[config.mk]
export PLATFORM = sky130hd
export DESIGN_NAME = fbpc_planes
export DESIGN_NICKNAME = d
export VERILOG_FILES = /design/src/hw/rtl/fbpc_pkg.sv /design/src/hw/rtl/fbpc_planes.sv
export SDC_FILE = /design/constraint.sdc
export NUM_CORES = 2
export LEC_CHECK = 0
export BUFFER_PORTS_ARGS = -buffer_cell sky130_fd_sc_hd__buf_2
export CAP_MARGIN = 40
export CORE_ASPECT_RATIO = 0.8
export CORE_MARGIN = 2
export CORE_UTILIZATION = 50
export CTS_CLUSTER_SIZE = 40
export DETAILED_ROUTE_END_ITERATION = 10
export GPL_ROUTABILITY_DRIVEN = 0
export PLACE_DENSITY = 0.67
export SLEW_MARGIN = 20
export SYNTH_ARGS = -nofsm -noshare
export SYNTH_HDL_FRONTEND = slang
export SYNTH_SLANG_ARGS = --single-unit
[constraint.sdc]
create_clock -name clk -period 6.3 [get_ports clk]
set_clock_uncertainty 0.2 [all_clocks]
set_input_delay 1.26 -clock clk [delete_from_list [all_inputs] [get_ports clk]]
set_output_delay 1.26 -clock clk [all_outputs]
set_load 0.03 [all_outputs]
[src/hw/rtl/fbpc_pkg.sv]
// shared types and constants for the frustum cull block
`default_nettype none
package fbpc_pkg;
  localparam int COORD_BITS = 32;
  localparam int FRAC_BITS  = 16;
  localparam int NUM_REGS   = 8;
  localparam int REG_BITS   = 64;
  localparam int IDX_BITS   = 3;
  localparam int COEF_BITS  = 33;
  localparam int PROD_BITS  = 66;
  localparam int ACC_BITS   = 69;
  localparam int NUM_PLANES = 6;

  localparam logic REQ_BOX   = 1'b0;
  localparam logic REQ_POINT = 1'b1;

  typedef logic signed [COEF_BITS-1:0] coef_t;
  typedef logic signed [COORD_BITS-1:0] coord_t;
  typedef logic signed [PROD_BITS-1:0] prod_t;
  typedef logic signed [ACC_BITS-1:0] acc_t;

  typedef struct packed {
    coef_t a;
    coef_t b;
    coef_t c;
    coef_t d;
  } plane_t;

  localparam logic [REG_BITS-1:0] MAT_RESET [NUM_REGS] = '{
    64'h0000_0000_0001_0000, 64'h0, 64'h0001_0000_0000_0000, 64'h0,
    64'h0, 64'h0000_0000_0001_0000, 64'h0, 64'h0001_0000_0000_0000
  };
endpackage
`default_nettype wire

[src/hw/rtl/fbpc_planes.sv]
// matrix registers and plane coefficient build
`default_nettype none
module fbpc_planes (
  input  wire logic                                clk,
  input  wire logic                                rst,
  input  wire logic                                cfg_we,
  input  wire logic [fbpc_pkg::IDX_BITS-1:0]       cfg_index,
  input  wire logic [fbpc_pkg::REG_BITS-1:0]       cfg_data,
  output fbpc_pkg::plane_t                         planes [fbpc_pkg::NUM_PLANES]
);
  logic [fbpc_pkg::REG_BITS-1:0] mat [fbpc_pkg::NUM_REGS];

  always_ff @(posedge clk) begin
    if (rst) begin
      for (int i = 0; i < fbpc_pkg::NUM_REGS; i++) mat[i] <= fbpc_pkg::MAT_RESET[i];
    end else if (cfg_we) begin
      mat[cfg_index] <= cfg_data;
    end
  end

  function automatic fbpc_pkg::coef_t ent(input logic [fbpc_pkg::REG_BITS-1:0] r,
                                          input logic hi);
    logic [31:0] w;
    w = hi ? r[63:32] : r[31:0];
    return fbpc_pkg::coef_t'($signed(w));
  endfunction

  // plane 2k+s = col3 +/- col k, registered
  always_ff @(posedge clk) begin
    for (int k = 0; k < 3; k++) begin
      for (int s = 0; s < 2; s++) begin
        fbpc_pkg::coef_t c3 [4];
        fbpc_pkg::coef_t ck [4];
        fbpc_pkg::coef_t r  [4];
        for (int i = 0; i < 4; i++) begin
          c3[i] = ent(mat[2*i+1], 1'b1);
          ck[i] = ent(mat[2*i + k/2], k[0]);
          r[i]  = (s != 0) ? c3[i] - ck[i] : c3[i] + ck[i];
        end
        planes[2*k+s] <= '{a: r[0], b: r[1], c: r[2], d: r[3]};
      end
    end
  end
endmodule
`default_nettype wire

==> flow_summary.toml <==
[global_routing]
grt_use_total_pct = 29.9
grt-ovfl-total = 0
grt_pass1_wl_mm = 339
first_global_vias = 56755
antenna_found_initial = 39
grt_max_degree = 66

[detailed_routing]
firstDrtPassIters = 7
drc = 0
postRouteAntennaNets = 0
routedWlPerCell_um = 22.2
viasPerCell = 5.64
routed_wirelength_mm = 233
num_vias = 59317
drt_iter0_markers = 5672

[placement]
port_buffers = 861
hpwl_mm = 184
dp.cells = 10257

[flow_run]
max-cap-violations = 0

[power]
powerDensity_nw_per_um2 = 348
power_uw = 29200
p_leak_uw = 0.0374
vdd_drop_max_uv = 291

[critical_path]
arrival_ps = 5310
crit_path_start = "mat[5][33]$_SDFFCE_PN0P_"
reg2reg_slack_ps = 1530
start_kind = "flip-flop"
criticalPathCategory = "flip-flop to flip-flop"
worstPathRequired_ps = 6840
critical_path.max_fanout = 10
cp-end-kind = "flip-flop"
reg2reg_to = "planes[327]$_DFF_P_"
r2r_start = "mat[5][33]$_SDFFCE_PN0P_"
cp-endpoint = "planes[327]$_DFF_P_"
reg2regPathDepth = 12

[floorplan]
start_util_pct = 50.5
die_w_um = 433
core_area_um2 = 146000
std_cell_rows = 125
dieArea_um2 = 150000
die_h_um = 347
ios = 862

[final_layout]
drive_gt1_share_pct = 13.9
syn2layout_area_growth_pct = 14.0
nets = 9292
multi_input_area_um2 = 38400
seq_area_um2 = 31000
fin_cells = 10522
layout_commonest_cell = "buf_2"
final_cell_mix = "862 x buf_2, 780 x dfxtp_1, 768 x ha_1"
nFillCells = 12579

[sta]
drv_slew = 0
max_freq_mhz = 210
grt_setup_unrepaired = "no"
setup_tns_ps = 0
hold_violations = 0
relSlewSlack_pct = 34.5
post-route-period-util_pct = 75.7
tightest_slew_ps = 958
min_period_ps = 4770
setup_viol = 0

[logic_synthesis]
synth_top_family_by_area = "compound AO/OA/AOI/OAI gates"
synth_ff_type = "dfxtp_1"
synth-adder-area-share_pct = 13.7
synth_mux_area_share_pct = 0.0951
yosys_warnings = 0
syn-num-nets = 8617
synth-simple-area-share_pct = 14.4
syn_inst = 7755
synth_edf_count = 512
synth_compound_area_share_pct = 16.0
synth-seq-area-share_pct = 42.1
synthXorXnorAreaFrac_pct = 7.87
syn_area_um2 = 73600
syn_avg_cell_area_um2 = 9.50
yosysUniqueCellTypes = 94
ys_ff_latch = 1292
async_flop_share_pct = 0

[worst_hold_path]
hold_path_class = "flip-flop to flip-flop"

[cts]
post-cts-setup-buffers = 0
h-tree-depth = 4
cts_buffer_depth = 3
hold_buffers = 0
cts_root_buf = "clkbuf_16"
clk_latency_ps = 820
cts_sinks = 1292
postCtsResizedCells = 0
clk_pin_slew_ps = 60
cts_tree = "built"
cts_buffers = 136

[status]
status = "completed"
## worst max-delay path: stages (launching register included)
cell and delay (ps):
edfxtp_1 640, inv_1 250, fa_1 500, nor2b_1 170
o31a_1 230, o21ai_0 200, a2111oi_0 870, o31ai_1 390
o21ai_0 390, a31oi_1 180, o21a_1 260, o21ai_0 240
xor2_1 170
## layout make-up
| class | instances | area share, % |
|---|---|---|
| Timing Repair Buffer | 897 | 5.49 |
| Antenna cell | 10 | 0.0298 |
| Tap cell | 1968 | 2.93 |
| Clock inverter | 65 | 0.808 |
| Sequential cell | 1292 | 36.9 |
| Multi-Input combinational cell | 5351 | 45.8 |
| Inverter | 752 | 3.36 |
| Clock buffer | 187 | 4.65 |
## cells in the mapped netlist (20+ instances only)
library cell    n  area [um^2]
ha_1          768         9610
and2_1        528         3300
or2_2          23          144
o31ai_1        70          526
a31oi_1        49          307
o31a_1         22          193
nor2_1        678         2540
xnor2_1       557         4880
buf_2          26          130
a221oi_1       21          184
fa_1           24          480
xor2_1        105          920
o41ai_1        20          175
nand3_1        83          415
o21a_1         52          390
a211o_1        20          175
dfxtp_1       780        15600
nand2_1       212          796
nor3_1        153          766
a21oi_1       629         3150
nor4_1         50          313
clkbuf_1      305         1140
nand4_1        42          263
a21boi_0       26          195
edfxtp_1      512        15400
o21ai_0       258         1290
a2111oi_0      24          210
nand2b_1       97          607
o21bai_1      164         1230
or3_1          43          269
inv_1         749         2810
and3_1         27          169
a211oi_1       46          345
nor2b_1        93          582
o22ai_1        21          131
o211ai_1       46          345
a21o_1        150         1130
## power by group
group / internal (uW) / switching [uW]
clock network: 4660 / 3550
logic: 2970 / 6890
registers: 10300 / 901
## how the worst min path moves through the flow
stage | startpoint | endpoint | slack [ps] | cells after the start
floorplan | mat[6][32]$_SDFFCE_PN0P_ | planes[264]$_DFF_P_ | 320 | 2
global placement | mat[4][32]$_SDFFCE_PN0P_ | planes[297]$_DFF_P_ | 340 | 2
detailed placement | mat[0][0]$_SDFFCE_PN0P_ | planes[759]$_DFF_P_ | 350 | 2
CTS | mat[3][0]$_SDFFCE_PN0P_ | planes[66]$_DFF_P_ | 360 | 2
global route | mat[0][0]$_SDFFCE_PN0P_ | planes[759]$_DFF_P_ | 380 | 2
finish | mat[4][32]$_SDFFCE_PN0P_ | planes[297]$_DFF_P_ | 360 | 2
## layer usage
metal	GRT usage (%)	up-vias	wire (um)
met1	36.7	27925	89800
met2	49.5	2888	109000
met5	0	-	7
met4	17.8	2	15200
met3	4.64	573	19800
li1	-	27929	-
## kinds of logic (layout without fill, tap and decap cells)
kind of cell             count (synthesis)  after routing
other                                    0             10
AND/OR/NAND/NOR                       2086           2086
AO/OA/AOI/OAI                         1804           1804
multiplexers                             7              7
adder cells (fa/ha/maj)                792            792
buffers and inverters                 1112           1901
XOR/XNOR                               662            662
flip-flops                            1292           1292
## registers in the layout, indices dropped and copies added, names as in the netlist
register / flops
planes: 780
mat: 512
## through the flow
step	utilization, %	worst slack [ps]	area [um^2]	hold slack, ps
global placement	54.4	1580	79300	337
CTS	57.5	1470	83900	356
finish	57.6	1530	83900	358
global route	57.6	1330	83900	383
detailed placement	54.4	1510	79300	349
floorplan	-	2630	73600	316
Note: power is estimated with default switching activity, not from simulation.
